[src/ihex_pkg.sv]
// ihex_pkg: types, constants and helper functions for the intel hex record encoder
// used by ihex_front, ihex_queue, ihex_back and intel_hex_record_encoder
// no dependencies
`default_nettype none

package ihex_pkg;

	localparam logic [5:0]  MAX_RECORD_BYTES = 6'd32;
	localparam logic [16:0] BLOCK_BYTES      = 17'h10000;

	localparam logic [7:0] CH_COLON          = 8'h3A;
	localparam logic [7:0] CH_NL             = 8'h0A;
	localparam logic [7:0] CH_ZERO           = 8'h30;
	localparam logic [7:0] CH_HEX_ALPHA_BASE = 8'h37;

	localparam logic [7:0] REC_DATA  = 8'h00;
	localparam logic [7:0] REC_EOF   = 8'h01;
	localparam logic [7:0] REC_ELA   = 8'h04;
	localparam logic [7:0] ELA_COUNT = 8'h02;
	localparam logic [7:0] EOF_CSUM  = 8'hFF;
	localparam logic [7:0] ZERO_BYTE = 8'h00;

	localparam logic [3:0] ELA_LAST_POS   = 4'd15;
	localparam logic [3:0] HDR_LAST_POS   = 4'd8;
	localparam logic [3:0] DATA_LAST_POS  = 4'd1;
	localparam logic [3:0] CLOSE_LAST_POS = 4'd2;
	localparam logic [3:0] EOF_LAST_POS   = 4'd11;

	typedef enum logic [2:0] {
		ST_IDLE,
		ST_ELA,
		ST_HDR,
		ST_DATA,
		ST_CLOSE,
		ST_EOF
	} ihex_state_t;

	typedef struct packed {
		logic [7:0] data_byte;
		logic       end_of_image;
	} ihex_in_t;

	typedef struct packed {
		logic [7:0] text_char;
		logic       run_last;
	} ihex_out_t;

	typedef struct packed {
		logic        ela;
		logic        hdr;
		logic        close;
		logic        eof;
		logic [15:0] blk;
		logic [7:0]  ela_csum;
		logic [15:0] offset;
		logic [5:0]  len;
		logic [7:0]  data;
		logic [7:0]  csum;
	} ihex_cmd_t;

	function automatic logic [7:0] hex_char(input logic [3:0] n);
		logic [7:0] r;
		if (n < 4'd10)
			r = CH_ZERO + {4'd0, n};
		else
			r = CH_HEX_ALPHA_BASE + {4'd0, n};
		return r;
	endfunction

	function automatic logic [5:0] eff_len(input logic [5:0] v);
		logic [5:0] c;
		logic [5:0] p;
		c = (v > MAX_RECORD_BYTES) ? MAX_RECORD_BYTES : v;
		p = 6'd1;
		for (int i = 0; i < 6; i++) begin
			if (c[i])
				p = 6'd1 << i;
		end
		return p;
	endfunction

	function automatic logic [7:0] twos(input logic [7:0] s);
		return ~s + 8'd1;
	endfunction

endpackage

`default_nettype wire

[src/ihex_front.sv]
// ihex_front: accepts image bytes, tracks address and record state, builds one command per byte
// holds the record length register
// depends on ihex_pkg
`default_nettype none

module ihex_front (
	input  wire logic              clk,
	input  wire logic              arst_n,
	input  wire logic              in_valid,
	output logic                   in_stall,
	input  wire ihex_pkg::ihex_in_t in_data,
	input  wire logic              cfg_valid,
	output logic                   cfg_ready,
	input  wire logic [5:0]        cfg_data,
	input  wire logic              q_full,
	output logic                   push,
	output ihex_pkg::ihex_cmd_t    push_cmd
);

	logic [5:0]  record_bytes_q;
	logic [15:0] block_number_q;
	logic [15:0] block_offset_q;
	logic [5:0]  record_position_q;
	logic [7:0]  running_sum_q;

	logic [5:0]  len;
	logic        pos0;
	logic [7:0]  base_sum;
	logic [7:0]  sum_new;
	logic [5:0]  pos_new;
	logic        full;
	logic [16:0] off_sum;

	assign cfg_ready = 1'b1;
	assign in_stall  = q_full;
	assign push      = in_valid && !q_full;

	always_comb begin
		len      = ihex_pkg::eff_len(record_bytes_q);
		pos0     = (record_position_q == 6'd0);
		base_sum = pos0 ? ({2'b00, len} + block_offset_q[15:8] + block_offset_q[7:0])
				: running_sum_q;
		sum_new  = base_sum + in_data.data_byte;
		pos_new  = record_position_q + 6'd1;
		full     = (pos_new >= len);
		off_sum  = {1'b0, block_offset_q} + {11'd0, len};

		push_cmd.ela      = pos0 && (block_offset_q == 16'd0);
		push_cmd.hdr      = pos0;
		push_cmd.close    = full || in_data.end_of_image;
		push_cmd.eof      = in_data.end_of_image;
		push_cmd.blk      = block_number_q;
		push_cmd.ela_csum = ihex_pkg::twos(ihex_pkg::ELA_COUNT + ihex_pkg::REC_ELA
				+ block_number_q[15:8] + block_number_q[7:0]);
		push_cmd.offset   = block_offset_q;
		push_cmd.len      = len;
		push_cmd.data     = in_data.data_byte;
		push_cmd.csum     = ihex_pkg::twos(sum_new);
	end

	always_ff @(posedge clk or negedge arst_n) begin
		if (!arst_n) begin
			record_bytes_q <= ihex_pkg::MAX_RECORD_BYTES;
		end else if (cfg_valid) begin
			record_bytes_q <= cfg_data;
		end
	end

	always_ff @(posedge clk or negedge arst_n) begin
		if (!arst_n) begin
			block_number_q    <= '0;
			block_offset_q    <= '0;
			record_position_q <= '0;
			running_sum_q     <= '0;
		end else if (push) begin
			if (in_data.end_of_image) begin
				block_number_q    <= '0;
				block_offset_q    <= '0;
				record_position_q <= '0;
				running_sum_q     <= '0;
			end else if (full) begin
				record_position_q <= '0;
				running_sum_q     <= '0;
				if (off_sum >= ihex_pkg::BLOCK_BYTES) begin
					block_offset_q <= '0;
					block_number_q <= block_number_q + 16'd1;
				end else begin
					block_offset_q <= off_sum[15:0];
				end
			end else begin
				record_position_q <= pos_new;
				running_sum_q     <= sum_new;
			end
		end
	end

endmodule

`default_nettype wire

[src/ihex_queue.sv]
// ihex_queue: small command queue between the front and back parts
// depends on ihex_pkg
`default_nettype none

module ihex_queue #(
	parameter int unsigned DEPTH = 4
) (
	input  wire logic                clk,
	input  wire logic                arst_n,
	input  wire logic                push,
	input  wire ihex_pkg::ihex_cmd_t push_cmd,
	output logic                     full,
	input  wire logic                pop,
	output logic                     head_valid,
	output ihex_pkg::ihex_cmd_t      head_cmd
);

	localparam int unsigned IDX_W = (DEPTH > 1) ? $clog2(DEPTH) : 1;
	localparam int unsigned CNT_W = $clog2(DEPTH + 1);
	localparam logic [IDX_W-1:0] LAST_IDX = IDX_W'(DEPTH - 1);
	localparam logic [CNT_W-1:0] DEPTH_CNT = CNT_W'(DEPTH);

	ihex_pkg::ihex_cmd_t entry_q [DEPTH];
	logic [IDX_W-1:0] wr_ptr_q;
	logic [IDX_W-1:0] rd_ptr_q;
	logic [CNT_W-1:0] count_q;

	assign full       = (count_q == DEPTH_CNT);
	assign head_valid = (count_q != '0);
	assign head_cmd   = entry_q[rd_ptr_q];

	always_ff @(posedge clk) begin
		if (push)
			entry_q[wr_ptr_q] <= push_cmd;
	end

	always_ff @(posedge clk or negedge arst_n) begin
		if (!arst_n) begin
			wr_ptr_q <= '0;
			rd_ptr_q <= '0;
			count_q  <= '0;
		end else begin
			if (push)
				wr_ptr_q <= (wr_ptr_q == LAST_IDX) ? '0 : wr_ptr_q + 1'b1;
			if (pop)
				rd_ptr_q <= (rd_ptr_q == LAST_IDX) ? '0 : rd_ptr_q + 1'b1;
			if (push && !pop)
				count_q <= count_q + 1'b1;
			else if (pop && !push)
				count_q <= count_q - 1'b1;
		end
	end

endmodule

`default_nettype wire

[src/ihex_back.sv]
// ihex_back: character sequencer that turns queued commands into hex text
// one character per cycle into an output register, unless out stalls or the queue is empty
// depends on ihex_pkg
`default_nettype none

module ihex_back (
	input  wire logic                clk,
	input  wire logic                arst_n,
	input  wire logic                head_valid,
	input  wire ihex_pkg::ihex_cmd_t head_cmd,
	output logic                     pop,
	output logic                     out_valid,
	input  wire logic                out_stall,
	output ihex_pkg::ihex_out_t      out_data
);

	ihex_pkg::ihex_state_t state_q;
	ihex_pkg::ihex_state_t state_d;
	ihex_pkg::ihex_state_t cur;
	ihex_pkg::ihex_state_t nxt;
	logic [3:0] pos_q;
	logic [3:0] pos_d;
	logic [3:0] k;
	logic [3:0] last_pos;
	logic       active;
	logic       emit;
	logic       hi_nib;
	logic [7:0] sel_byte;
	logic [7:0] ch;
	logic       at_end;
	logic       out_valid_q;
	ihex_pkg::ihex_out_t out_data_q;

	assign out_valid = out_valid_q;
	assign out_data  = out_data_q;

	always_ff @(posedge clk or negedge arst_n) begin
		if (!arst_n) begin
			state_q <= ihex_pkg::ST_IDLE;
			pos_q   <= '0;
		end else begin
			state_q <= state_d;
			pos_q   <= pos_d;
		end
	end

	always_comb begin
		if (state_q != ihex_pkg::ST_IDLE)
			cur = state_q;
		else if (head_cmd.ela)
			cur = ihex_pkg::ST_ELA;
		else if (head_cmd.hdr)
			cur = ihex_pkg::ST_HDR;
		else
			cur = ihex_pkg::ST_DATA;

		active   = head_valid;
		emit     = active && (!out_valid_q || !out_stall);
		k        = pos_q - 4'd1;
		hi_nib   = !k[0];
		sel_byte = ihex_pkg::ZERO_BYTE;
		ch       = ihex_pkg::CH_NL;
		last_pos = ihex_pkg::DATA_LAST_POS;
		nxt      = ihex_pkg::ST_IDLE;

		case (cur)
			ihex_pkg::ST_ELA: begin
				last_pos = ihex_pkg::ELA_LAST_POS;
				nxt      = ihex_pkg::ST_HDR;
				case (k[3:1])
					3'd0: sel_byte = ihex_pkg::ELA_COUNT;
					3'd3: sel_byte = ihex_pkg::REC_ELA;
					3'd4: sel_byte = head_cmd.blk[15:8];
					3'd5: sel_byte = head_cmd.blk[7:0];
					3'd6: sel_byte = head_cmd.ela_csum;
					default: sel_byte = ihex_pkg::ZERO_BYTE;
				endcase
			end
			ihex_pkg::ST_HDR: begin
				last_pos = ihex_pkg::HDR_LAST_POS;
				nxt      = ihex_pkg::ST_DATA;
				case (k[3:1])
					3'd0: sel_byte = {2'b00, head_cmd.len};
					3'd1: sel_byte = head_cmd.offset[15:8];
					3'd2: sel_byte = head_cmd.offset[7:0];
					default: sel_byte = ihex_pkg::REC_DATA;
				endcase
			end
			ihex_pkg::ST_DATA: begin
				last_pos = ihex_pkg::DATA_LAST_POS;
				sel_byte = head_cmd.data;
				hi_nib   = (pos_q == 4'd0);
				if (head_cmd.close)
					nxt = ihex_pkg::ST_CLOSE;
				else if (head_cmd.eof)
					nxt = ihex_pkg::ST_EOF;
				else
					nxt = ihex_pkg::ST_IDLE;
			end
			ihex_pkg::ST_CLOSE: begin
				last_pos = ihex_pkg::CLOSE_LAST_POS;
				sel_byte = head_cmd.csum;
				hi_nib   = (pos_q == 4'd0);
				nxt      = head_cmd.eof ? ihex_pkg::ST_EOF : ihex_pkg::ST_IDLE;
			end
			ihex_pkg::ST_EOF: begin
				last_pos = ihex_pkg::EOF_LAST_POS;
				nxt      = ihex_pkg::ST_IDLE;
				case (k[3:1])
					3'd3: sel_byte = ihex_pkg::REC_EOF;
					3'd4: sel_byte = ihex_pkg::EOF_CSUM;
					default: sel_byte = ihex_pkg::ZERO_BYTE;
				endcase
			end
			default: begin
				last_pos = ihex_pkg::DATA_LAST_POS;
				nxt      = ihex_pkg::ST_IDLE;
			end
		endcase

		at_end = (pos_q == last_pos);

		if ((cur == ihex_pkg::ST_DATA) || ((cur == ihex_pkg::ST_CLOSE) && !at_end)
				|| ((pos_q != 4'd0) && !(at_end && cur != ihex_pkg::ST_HDR)))
			ch = ihex_pkg::hex_char(hi_nib ? sel_byte[7:4] : sel_byte[3:0]);
		else if (pos_q == 4'd0)
			ch = ihex_pkg::CH_COLON;
		else
			ch = ihex_pkg::CH_NL;

		state_d = state_q;
		pos_d   = pos_q;
		pop     = 1'b0;
		if (emit) begin
			if (at_end) begin
				state_d = nxt;
				pos_d   = '0;
				pop     = (nxt == ihex_pkg::ST_IDLE);
			end else begin
				state_d = cur;
				pos_d   = pos_q + 4'd1;
			end
		end
	end

	always_ff @(posedge clk or negedge arst_n) begin
		if (!arst_n) begin
			out_valid_q <= 1'b0;
		end else if (emit) begin
			out_valid_q <= 1'b1;
		end else if (!out_stall) begin
			out_valid_q <= 1'b0;
		end
	end

	always_ff @(posedge clk) begin
		if (emit) begin
			out_data_q.text_char <= ch;
			out_data_q.run_last  <= at_end && (nxt == ihex_pkg::ST_IDLE);
		end
	end

endmodule

`default_nettype wire

[src/intel_hex_record_encoder.sv]
// intel_hex_record_encoder: binary image bytes in, intel hex text out, 32-bit linear addressing
// top level; instantiates ihex_front, ihex_queue and ihex_back; depends on ihex_pkg
//
//   channel  signals                         payload
//   in       in_valid / in_stall             data_byte, end_of_image
//   out      out_valid / out_stall           text_char, run_last
//   cfg      cfg_valid / cfg_ready           record_bytes (6 bits)
//
// one text character per cycle unless out stalls or the queue is empty; a byte costs 2 characters,
// plus 9 on opening a record, 16 on opening a 64 KiB block, 3 on closing a record and 12 for the
// end-of-file record (about 2.4 characters per byte at 32-byte records); the sequencer sets the rate
// the front takes a request per cycle while the command queue has room
// reset clears all address and record state; record_bytes resets to 32
// a stall on out holds the output register; the sequencer and queue wait behind it
`default_nettype none

module intel_hex_record_encoder #(
	parameter int unsigned QUEUE_DEPTH = 4
) (
	input  wire logic                clk,
	input  wire logic                arst_n,
	input  wire logic                in_valid,
	output logic                     in_stall,
	input  wire ihex_pkg::ihex_in_t  in_data,
	output logic                     out_valid,
	input  wire logic                out_stall,
	output ihex_pkg::ihex_out_t      out_data,
	input  wire logic                cfg_valid,
	output logic                     cfg_ready,
	input  wire logic [5:0]          cfg_data
);

	logic                q_full;
	logic                push;
	ihex_pkg::ihex_cmd_t push_cmd;
	logic                pop;
	logic                head_valid;
	ihex_pkg::ihex_cmd_t head_cmd;

	ihex_front u_front (
		.clk       (clk),
		.arst_n    (arst_n),
		.in_valid  (in_valid),
		.in_stall  (in_stall),
		.in_data   (in_data),
		.cfg_valid (cfg_valid),
		.cfg_ready (cfg_ready),
		.cfg_data  (cfg_data),
		.q_full    (q_full),
		.push      (push),
		.push_cmd  (push_cmd)
	);

	ihex_queue #(
		.DEPTH (QUEUE_DEPTH)
	) u_queue (
		.clk        (clk),
		.arst_n     (arst_n),
		.push       (push),
		.push_cmd   (push_cmd),
		.full       (q_full),
		.pop        (pop),
		.head_valid (head_valid),
		.head_cmd   (head_cmd)
	);

	ihex_back u_back (
		.clk        (clk),
		.arst_n     (arst_n),
		.head_valid (head_valid),
		.head_cmd   (head_cmd),
		.pop        (pop),
		.out_valid  (out_valid),
		.out_stall  (out_stall),
		.out_data   (out_data)
	);

endmodule

`default_nettype wire
[config.mk]
export PLATFORM = sky130hd
export DESIGN_NAME = intel_hex_record_encoder
export DESIGN_NICKNAME = d
export VERILOG_FILES = /design/src/ihex_pkg.sv /design/src/ihex_front.sv /design/src/ihex_queue.sv /design/src/ihex_back.sv /design/src/intel_hex_record_encoder.sv
export SDC_FILE = /design/constraint.sdc
export NUM_CORES = 1
export LEC_CHECK = 0
export ABC_CLOCK_PERIOD_IN_PS = 12200
export CELL_PAD_IN_SITES_DETAIL_PLACEMENT = 1
export CELL_PAD_IN_SITES_GLOBAL_PLACEMENT = 1
export CORE_ASPECT_RATIO = 1.5
export CORE_MARGIN = 10
export CORE_UTILIZATION = 44
export CTS_CLUSTER_DIAMETER = 80
export DETAILED_ROUTE_END_ITERATION = 8
export DONT_BUFFER_PORTS = 1
export GPL_TIMING_DRIVEN = 1
export PLACE_DENSITY = 0.72
export SYNTH_ARGS = -nofsm -noshare
export SYNTH_HDL_FRONTEND = slang
export SYNTH_SLANG_ARGS = --single-unit
[constraint.sdc]
create_clock -name clk -period 12.2 [get_ports clk]
set_input_delay 1.22 -clock clk [delete_from_list [all_inputs] [get_ports clk]]
set_output_delay 1.22 -clock clk [all_outputs]
set_load 0.05 [all_outputs]
==> flow_summary.toml, run 1 <==
[timing]
finalSetupTns_ns = 0
final_hold_viol_count = 0
timing.fmax_mhz = 201
min_period_ns = 4.97
setup_viol = 0
rsz0062_at_grt = "no"
post-route-period-util = 0.407
fin_skew_ns = 0.0279
report.final.slew_viol_count = 0
worst_pin_slew_ns = 1.07
relSlewSlack = 0.284

[synthesis]
synth_nets = 1271
synthCells = 1188
seq_area_frac_synth = 0.597
synth-edff-count = 272
ys_types = 90
synthFlopType = "edfxtp_1"
synth-seq-cells = 338
syn-cell-area_sq_mm = 0.0165
async_flop_share = 0.195
avgSynthCellArea_sq_um = 13.8
yosysWarnings = 0

[clock_tree]
clk_latency_ns = 0.53
cts_resized = 0
clk_pin_slew_ns = 0.07
hold_buffers = 0
cts_tree = "yes"
cts_root_buffer = "clkbuf_16"
clock-sinks = 338
post_cts_buffers = 0
clk_path_buf_depth = 3
cts_max_level = 2
cts_made_buffers = 35

[die]
core-area_sq_mm = 0.0368
dieHeight_um = 257
ioPinCount = 32
std_cell_rows = 86
initial_core_util = 0.447
fp.dieArea_sq_mm = 0.0457
dieWidth_um = 178

[setup_path]
critPathKind = "flop to flop"
path_cells = "inv_1, ha_1, inv_1, nor2_1, a22oi_1, a21oi_1, a211oi_1, a22oi_2, inv_1, ha_1, inv_1, a21oi_1, o21ba_1"
critPathTopFamily = "compound AO/OA/AOI/OAI gates"
crit_top_cell = "inv_1"
required_ns = 12.47
cp_num_buf_inv = 4
worstSetupStartpointType = "flop"
critPathSlowestCell = "ha_1"
crit_arrival_ns = 5.23
cpPeakStageDelay_ns = 0.94
cp-end-kind = "flop"
crit_fanout = 20

[hold_path]
hold_class = "input port to asynchronous set/reset pin"

[detailed_routing]
totalWireLength_um = 39500
post_drt_wl_per_cell_um = 23.5
drt_iter0_markers = 603
drt_first_pass_iters = 5
via_per_inst = 5.87
postRouteAntennaNets = 0
drc_errors = 0
vias = 9888

[job]
drv_cap = 0

[grt]
grt_pass1_wl_um = 62600
grt_pass1_vias = 10800
grt_start_max_net_pins = 67
antenna_found_initial = 1
grt.total_usage = 0.176
gr-total-overflow = 0

[cells_and_area]
drive_gt1_frac = 0.140
fin_cells = 1685
nNetsFinal = 1260
area_growth_pct = 9.00

[placed_design]
io_buffers = 0
gp_congestion = 0.810
dp_hpwl_um = 26300
placed_cells = 1624

[pwr]
powerDensity_mw_per_mm2 = 276
max-vdd-ir-drop_uv = 166
p_leak_nw = 6.38

[run_status]
status = "finished, final reports clean"
-- cell usage after synthesis (4+ instances only) --
master / count / share of area
a211oi_1: 4 / 0.0018
a21o_1: 17 / 0.0078
a21oi_1: 49 / 0.015
a22oi_1: 15 / 0.0068
a31oi_1: 7 / 0.0027
and2_1: 5 / 0.0019
and3_1: 7 / 0.0027
buf_1: 4 / 0.00091
buf_2: 14 / 0.0043
buf_4: 7 / 0.0032
buf_6: 7 / 0.0048
clkbuf_1: 27 / 0.0062
dfrtp_1: 65 / 0.099
edfxtp_1: 272 / 0.50
fa_1: 11 / 0.013
ha_1: 52 / 0.040
inv_1: 56 / 0.013
mux2_2: 13 / 0.0089
mux2i_1: 18 / 0.011
mux4_2: 57 / 0.078
nand2_1: 94 / 0.021
nand2b_1: 9 / 0.0034
nand3_1: 22 / 0.0067
nand4_1: 7 / 0.0027
nor2_1: 59 / 0.013
nor3_1: 17 / 0.0052
nor3b_1: 9 / 0.0041
nor4_1: 17 / 0.0065
o211ai_1: 5 / 0.0023
o21ai_0: 64 / 0.019
o21ai_1: 7 / 0.0021
o21bai_1: 9 / 0.0041
o31ai_1: 19 / 0.0087
or3_1: 7 / 0.0027
xnor2_1: 45 / 0.024
xor2_1: 15 / 0.0080
-- cells in the final DEF, fill, tap and decap left out, drive strengths merged, types with 4 or more instances in the layout --
cell	Yosys	layout
a21oi	50	50
a31oi	7	7
o21ai	75	75
inv	56	58
ha	52	52
nor3	18	18
edfxtp	272	272
clkinv	2	14
clkinvlp	0	4
nand2	94	94
a21o	17	17
and3	7	7
nor4b	4	4
nand2b	10	10
xor2	15	15
dfrtp	65	65
nand3	22	22
buf	32	11
clkbuf	27	41
mux4	57	57
mux2i	18	18
o211ai	6	6
or3	8	8
xnor2	45	45
nor3b	10	10
and2	7	7
o21a	4	4
a32oi	5	5
nor2	60	60
o21bai	9	9
nand4	7	7
o31ai	21	21
nor4	17	17
a22oi	16	16
a211oi	6	6
mux2	14	14
fa	11	11
-- state kept, by name, indices dropped and copies added (netlist names) --
signal	count
u_back.out_data	8
u_front.block_number_q	16
u_queue.rd_ptr_q	2
u_front.running_sum_q	8
u_back.state_q	3
u_front.block_offset_q	16
u_queue.wr_ptr_q	2
u_front.record_position_q	6
u_front.record_bytes_q	5
u_queue.count_q	3
u_queue.entry_q	264
u_back.out_valid	1
u_back.pos_q	4
-- metrics by stage --
| step | setup WS (ns) | hold WS, ns | utilization | area [sq um] | power (mW) |
|---|---|---|---|---|---|
| global route | 6.81 | 0.364 | 0.487 | 17900 | 5.25 |
| finish | 7.23 | 0.378 | 0.487 | 17900 | 4.95 |
| detailed placement | 7.28 | 0.466 | 0.458 | 16800 | 3.96 |
| floorplan | 8.09 | 0.439 | - | 16500 | 3.39 |
| CTS | 7.22 | 0.356 | 0.487 | 17900 | 5.00 |
| global placement | 7.35 | 0.449 | 0.458 | 16800 | 3.88 |
-- power breakdown --
part           internal [mW]  switching (mW)
sequential              1.67           0.257
clock                  0.582           0.446
combinational          0.761            1.23
total                   3.02            1.93
-- layout make-up --
type                       count  area (sq um)
tap                          484           606
clock inverter                19           141
timing repair buffer          11          82.6
antenna                        1          2.50
clock buffer                  41           951
multi-input combinational    733          6110
sequential                   338          9830
fill                        3676         18900
inverter                      58           218
-- cells by family (layout without fill, tap and decap cells) --
logic type / count (synthesis) / count (layout) / share of synthesized area
AOI/OAI and AO/OA: 242 / 242 / 0.102
other: 2 / 3 / 0.000456
DFF: 338 / 338 / 0.597
and+or+nand+nor: 276 / 276 / 0.0831
adders and majority gates: 63 / 63 / 0.0529
buffers and inverters: 117 / 129 / 0.0325
xor gates and xnor gates: 61 / 61 / 0.0333
muxes: 89 / 89 / 0.0986
-- metal layers --
metal / vias to the layer above / track usage / part of all wire
met3: 68 / 0.0234 / 0.032
met2: 165 / 0.317 / 0.54
met5: - / 0 / 0.00043
met1: 5180 / 0.205 / 0.40
li1: 4473 / - / -
met4: 2 / 0.0652 / 0.031
-- worst paths after layout --
check                      cells after the start                      endpoint                      from  slack, ns
max                                           13            u_back.out_data[5]           u_back.pos_q[0]       7.23
min                                            0  u_front.record_position_q[2]                    arst_n       0.38
max reg2reg                                   13            u_back.out_data[5]           u_back.pos_q[0]       7.23
min reg2reg                                    2      u_front.running_sum_q[6]  u_front.running_sum_q[6]       0.48
max in group asynchronous                      0     u_front.record_bytes_q[5]                    arst_n      11.62
min in group clk                               2      u_front.running_sum_q[6]  u_front.running_sum_q[6]       0.48
(Power assumes the default switching activity.)
==> run 2, diff against run 1 <==
--- a/config.mk
+++ b/config.mk
@@ -5,7 +5,7 @@
 export SDC_FILE = /design/constraint.sdc
 export NUM_CORES = 1
 export LEC_CHECK = 0
-export ABC_CLOCK_PERIOD_IN_PS = 12200
+export ABC_CLOCK_PERIOD_IN_PS = 4550
 export CELL_PAD_IN_SITES_DETAIL_PLACEMENT = 1
 export CELL_PAD_IN_SITES_GLOBAL_PLACEMENT = 1
 export CORE_ASPECT_RATIO = 1.5
@@ -15,7 +15,7 @@
 export DETAILED_ROUTE_END_ITERATION = 8
 export DONT_BUFFER_PORTS = 1
 export GPL_TIMING_DRIVEN = 1
-export PLACE_DENSITY = 0.72
+export PLACE_DENSITY = 0.75
 export SYNTH_ARGS = -nofsm -noshare
 export SYNTH_HDL_FRONTEND = slang
 export SYNTH_SLANG_ARGS = --single-unit
==> constraint.sdc (replaced) <==
create_clock -name clk -period 4.55 [get_ports clk]
set_input_delay 0.455 -clock clk [delete_from_list [all_inputs] [get_ports clk]]
set_output_delay 0.455 -clock clk [all_outputs]
set_load 0.05 [all_outputs]
==> run 2 against run 1 <==
Sequential power rose to 2.7 times the previous value. Utilization up 0.94 points. Non-clock buffer count up 32. Worst setup slack worse by 6.9 ns. Combinational power rose to 2.8 times the previous value. Wire length up 4.5%. First-iteration DRC count down 8.6%.
==> flow_summary.toml, run 2 (synthesized netlist as in run 1, its figures left out) <==
[run_status]
status = "finished, final reports clean"

[setup_path]
rr_endpoint = "u_queue.entry_q[3][7]"
worstSetupStartpointType = "flop"
path_depth = 16
crit_fanout = 4
crit_arrival_ns = 4.50
rrSetupSlack_ns = 0.30
required_ns = 4.81
critPathSlowestCell = "fa_1"
cp_num_buf_inv = 2
path_cells = "nor4_2, nand2_1, fa_1, inv_1, ha_1, fa_1, a21o_1, a21oi_1, xnor2_1, o21ai_0, ha_1, inv_1, o21bai_1, a21oi_1, xnor3_2, xnor2_2"
cp-end-kind = "flop"
cpPeakStageDelay_ns = 0.56
critPathKind = "flop to flop"
r2r_start = "u_front.record_bytes_q[2]"
r2r_cells = 16
critPathTopFamily = "adder cells"

[clock_tree]
clk_pin_slew_ns = 0.06
cts_made_buffers = 35
cts_max_level = 2
clk_latency_ns = 0.52
clk_path_buf_depth = 3
cts_tree = "yes"
clock-sinks = 338
cts_root_buffer = "clkbuf_16"
post_cts_buffers = 0

[cells_and_area]
drive_gt1_frac = 0.160
regArea_sq_mm = 0.00983
multi_input_area_sq_mm = 0.00613
fill_cells = 3669
diodes = 0
largest_reg_flops = 264
reg.largest.list = "u_queue.entry_q x264, u_front.block_number_q x16, u_front.block_offset_q x16"
layout_commonest_cell = "edfxtp_1"
final_cell_mix = "edfxtp_1 (272), nand2_1 (94), o21ai_0 (64)"
top_register = "u_queue.entry_q"
nNetsFinal = 1292
area_growth_pct = 11.1

[timing]
final_hold_viol_count = 0
relSlewSlack = 0.446
finalSetupTns_ns = 0
post-route-period-util = 0.933
timing.fmax_mhz = 236
min_period_ns = 4.25
setup_viol = 0
fin_skew_ns = 0.0205
report.final.slew_viol_count = 0
worst_pin_slew_ns = 0.832

[die]
std_cell_rows = 86
initial_core_util = 0.447
core-area_sq_mm = 0.0368
ioPinCount = 32
dieHeight_um = 257
fp.dieArea_sq_mm = 0.0457
dieWidth_um = 178

[pwr]
powerDensity_mw_per_mm2 = 741
max-vdd-ir-drop_uv = 421
p_leak_nw = 6.57
finalPower_mw = 13.6

[placed_design]
io_buffers = 0
dp_hpwl_um = 28400
gp_congestion = 0.858

[detailed_routing]
wl_met1_um = 16100
route.met3.wl_um = 1210
dr.max_layer_used = "met4"
post_drt_wl_per_cell_um = 24.1
met2_length_um = 22300
vias = 10100
totalWireLength_um = 41300
drc_errors = 0
drt_iter0_markers = 551
drt_first_pass_iters = 7
via_per_inst = 5.90
postRouteAntennaNets = 0

[hold_path]
hold_depth = 0
hold_class = "input port to flop"
worstHoldStart = "in_data[4]"
hold_end = "u_queue.entry_q[2][11]"

[grt]
gr-total-overflow = 0
grt_start_max_net_pins = 67
grt_pass1_wl_um = 65200
grt_pass1_vias = 11100
grt.total_usage = 0.183
antenna_found_initial = 0

[job]
drv_cap = 0
-- run 2: cell types whose count changed in the layout (fill, tap and decap cells not counted), moves of 3 or more --
cell / delta
buf_4: +22
buf_12: +4
dlygate4sd3_1: +5
clkinv_4: -3
clkbuf_1: +4
-- run 2: final cells by class --
cell class              instances  share of cell area
clock buffers                  46              0.0536
flip-flops and latches        338               0.538
well taps                     484              0.0331
clock inverters                16             0.00616
inverters                      58              0.0119
repair buffers                 43              0.0222
multi-input cells             733               0.335
-- run 2: timing repair --
action                                 4_1_cts  5_1_grt
hold buffers                                 3        3
setup endpoints to repair                    0        9
endpoints found under the hold margin       67        8
resized for setup                            0        5
-- run 2: how the worst max path moves through the flow --
stage | from | to
2_1_floorplan | u_front.record_bytes_q[5] | u_queue.entry_q[0][7]
3_3_place_gp | u_front.record_bytes_q[2] | u_queue.entry_q[0][7]
3_5_place_dp | u_front.record_bytes_q[2] | u_queue.entry_q[0][7]
4_1_cts | u_front.record_bytes_q[2] | u_queue.entry_q[2][7]
5_1_grt | u_front.record_bytes_q[2] | u_queue.entry_q[0][7]
6_report | u_front.record_bytes_q[2] | u_queue.entry_q[3][7]
-- run 2: metrics by stage --
stage	utilization	worst slack (ns)	cells	cell area, sq um	hold slack [ns]
after global placement	0.464	0.291	1650	17100	0.162
after global routing	0.497	-0.0270	1718	18300	0.000605
after detailed placement	0.464	0.0583	1650	17100	0.162
after floorplan	-	0.467	1188	16500	0.159
after CTS	0.495	0.0420	1715	18200	0.00157
final	0.497	0.305	1718	18300	0.0236
-- run 2: power by group --
group	internal, mW	switching, mW	total, mW
sequential	4.48	0.647	5.13
combinational	2.21	3.46	5.67
clock	1.58	1.18	2.76
total	8.27	5.28	13.6
-- run 2: per-layer routing --
metal / global-route usage / up-vias
met5: 0 / -
met4: 0.0822 / 0
met3: 0.0221 / 88
met2: 0.327 / 197
met1: 0.214 / 5306
li1: - / 4548
==> run 3, diff against run 2 <==
--- a/config.mk
+++ b/config.mk
@@ -15,7 +15,8 @@
 export DETAILED_ROUTE_END_ITERATION = 8
 export DONT_BUFFER_PORTS = 1
 export GPL_TIMING_DRIVEN = 1
-export PLACE_DENSITY = 0.75
+export PLACE_DENSITY = 0.74
 export SYNTH_ARGS = -nofsm -noshare
 export SYNTH_HDL_FRONTEND = slang
+export SYNTH_HIERARCHICAL = 1
 export SYNTH_SLANG_ARGS = --single-unit
==> run 3 against run 2 <==
Power decreased by 2.9%. Register-to-register slack got worse by 0.11 ns. Fmax decreased by 2.5%. Flip-flop and latch count unchanged. Count of clock-buffer cells in the layout unchanged. Critical path depth increased by 3. Hold slack improved by 0.0089 ns. Cell count decreased by 4.0%. Clock power increased by 7.2%. Utilization increased by 0.72 points. Highest routed layer unchanged.
==> flow_summary.toml, run 3 <==
[detailed_routing]
wl_met1_um = 15200
drc_errors = 0
via_per_inst = 5.77
route.met3.wl_um = 1560
post_drt_wl_per_cell_um = 23.7
met2_length_um = 20900
dr.max_layer_used = "met4"
totalWireLength_um = 39000
postRouteAntennaNets = 0
drt_iter0_markers = 553
drt_first_pass_iters = 5
vias = 9519

[cells_and_area]
layout_commonest_cell = "edfxtp_1"
diodes = 0
nNetsFinal = 1230
fin_util = 0.504
drive_gt1_frac = 0.185
largest_reg_flops = 264
top_register = "u_queue/entry_q"
reg.largest.list = "u_queue/entry_q x264, u_front/block_number_q x16, u_front/block_offset_q x16"
area_growth_pct = 12.4
fill_cells = 3495
fin_cells = 1650
final_cell_mix = "edfxtp_1 (272), nand2_1 (106), mux4_2 (66)"

[timing]
relSlewSlack = 0.428
final_hold_viol_count = 0
min_period_ns = 4.35
worst_pin_slew_ns = 0.857
timing.fmax_mhz = 230
setup_viol = 0
finalSetupTns_ns = 0
fin_skew_ns = 0.0212
post-route-period-util = 0.957
report.final.slew_viol_count = 0

[setup_path]
critPathKind = "flop to flop"
r2r_cells = 19
crit_fanout = 9
critPathTopFamily = "adder cells"
crit_start = "u_front/record_bytes_q[5]"
cp_num_buf_inv = 3
rrSetupSlack_ns = 0.20
required_ns = 4.82
worstSetupStartpointType = "flop"
r2r_start = "u_front/record_bytes_q[5]"
rr_endpoint = "u_queue/entry_q[0][7]"
cpPeakStageDelay_ns = 0.57
crit_arrival_ns = 4.62
critPathSlowestCell = "dfstp_2"
path_cells = "buf_6, nor3_1, nand2_1, inv_1, fa_1, ha_1, a21o_1, a21oi_2, o21bai_1, a21oi_1, xor2_1, o21ai_0, ha_1, inv_1, nor2_1, a311o_1, xor2_2, xnor2_2, xnor2_2"
cp-end-kind = "flop"

[die]
ioPinCount = 32
std_cell_rows = 85
dieHeight_um = 255
core-area_sq_mm = 0.0361
fp.dieArea_sq_mm = 0.0450
initial_core_util = 0.448
dieWidth_um = 177

[placed_design]
io_buffers = 0
dp_hpwl_um = 26200
placed_cells = 1573
gp_congestion = 0.885

[clock_tree]
cts_tree = "yes"
clk_latency_ns = 0.54
cts_root_buffer = "clkbuf_16"
cts_made_buffers = 35
cts_max_level = 2
clk_pin_slew_ns = 0.06
clock-sinks = 338
clk_path_buf_depth = 3

[pwr]
switching_share = 0.369
power_switching_mw = 4.86
powerDensity_mw_per_mm2 = 724
p_seq_frac = 0.376
power.internal_mw = 8.30
p_leak_nw = 6.64
p_clk_frac = 0.225
max-vdd-ir-drop_uv = 354
finalPower_mw = 13.2
power_frac_comb = 0.399

[synthesis]
ys_types = 84
synthFlopType = "edfxtp_1"
ys_top_cells_by_count = "edfxtp_1 (272), nand2_1 (106), mux4_2 (66)"
synth-seq-cells = 338
synth_area_leaders = "edfxtp_1 (51%), dfrtp_1 (10%), mux4_2 (9.2%)"
avgSynthCellArea_sq_um = 14.6
synth-edff-count = 272
seq_area_frac_synth = 0.607
synth_most_common_cell = "edfxtp_1"
synth_top_area_frac = 0.505
synthCells = 1111
synth_nets = 1195
synth.largest_area_cell = "edfxtp_1"
syn-cell-area_sq_mm = 0.0162
async_flop_share = 0.195
yosysWarnings = 6

[hold_path]
hold_end = "u_queue/entry_q[2][62]"
hold_class = "input port to flop"
worstHoldStart = "in_data[0]"
hold_depth = 0

[grt]
grt.total_usage = 0.174
grt_pass1_vias = 10400
antenna_found_initial = 0
gr-total-overflow = 0
grt_start_max_net_pins = 67
grt_pass1_wl_um = 60400

[run_status]
status = "finished, final reports clean"

[job]
drv_cap = 0
run 3: kinds of logic (layout without fill, tap and decap cells):
kind of cell / Yosys count / in the layout / share of synthesized area
compound gates: 172 / 172 / 0.0750
simple gates: 278 / 278 / 0.0864
fa+ha+maj: 64 / 64 / 0.0546
xor+xnor: 57 / 57 / 0.0313
other cells: 2 / 2 / 0.000464
mux: 94 / 94 / 0.110
flops: 338 / 338 / 0.607
buf+inv: 106 / 167 / 0.0346
run 3: power by group through the flow:
stage	Clock [mW]	Combinational, mW	Sequential, mW
floorplan	0	3.78	4.83
global placement	0	4.97	4.93
detailed placement	0	5.13	5.00
CTS	3.02	5.22	4.95
global route	3.14	5.74	5.02
finish	2.96	5.25	4.94
run 3: metrics by stage:
stage,hold slack (ns),worst slack [ns],instance area (sq um)
final,0.0326,0.196,18200
after global routing,0.0116,-0.0358,18200
after CTS,0.00523,0.0444,18100
after detailed placement,0.167,0.0730,16800
after global placement,0.167,0.144,16800
after floorplan,0.159,0.318,16200
run 3: how the worst max path moves through the flow:
stage | slack, ns | cells past startpoint | endpoint
2_1_floorplan | 0.32 | 16 | u_queue/entry_q[0][7]
3_3_place_gp | 0.14 | 16 | u_queue/entry_q[0][7]
3_5_place_dp | 0.07 | 16 | u_queue/entry_q[0][7]
4_1_cts | 0.04 | 16 | u_queue/entry_q[0][7]
5_1_grt | -0.04 | 20 | u_queue/entry_q[0][7]
6_report | 0.20 | 19 | u_queue/entry_q[0][7]
run 3: worst reg2reg max path, cell delays in order, from the launching register on:
cell	delay, ns
dfstp_2	0.57
buf_6	0.15
nor3_1	0.06
nand2_1	0.10
inv_1	0.07
fa_1	0.49
ha_1	0.32
a21o_1	0.18
a21oi_2	0.18
o21bai_1	0.08
a21oi_1	0.18
xor2_1	0.15
o21ai_0	0.10
ha_1	0.33
inv_1	0.17
nor2_1	0.09
a311o_1	0.36
xor2_2	0.17
xnor2_2	0.23
xnor2_2	0.12
run 3: final cells by class:
class                   count  area (sq um)  area share
flip-flops and latches    338          9830       0.541
multi-input cells         667          5880       0.324
clock buffers              46           980      0.0539
well taps                 478           598      0.0329
repair buffers             57           494      0.0272
clock inverters            17           206      0.0114
inverters                  47           176     0.00971
run 3: what timing repair did:
action / 4_1_cts / 5_1_grt
setup endpoints to repair: 0 / 11
hold buffers: 13 / 0
setup buffers: 0 / 1
endpoints found under the hold margin: 101 / 0
resized for setup: 0 / 16
run 3: metal layers:
layer	global-route usage	vias up
met5	0	-
met4	0.0732	0
met3	0.0259	75
met2	0.311	196
met1	0.203	4945
li1	-	4303
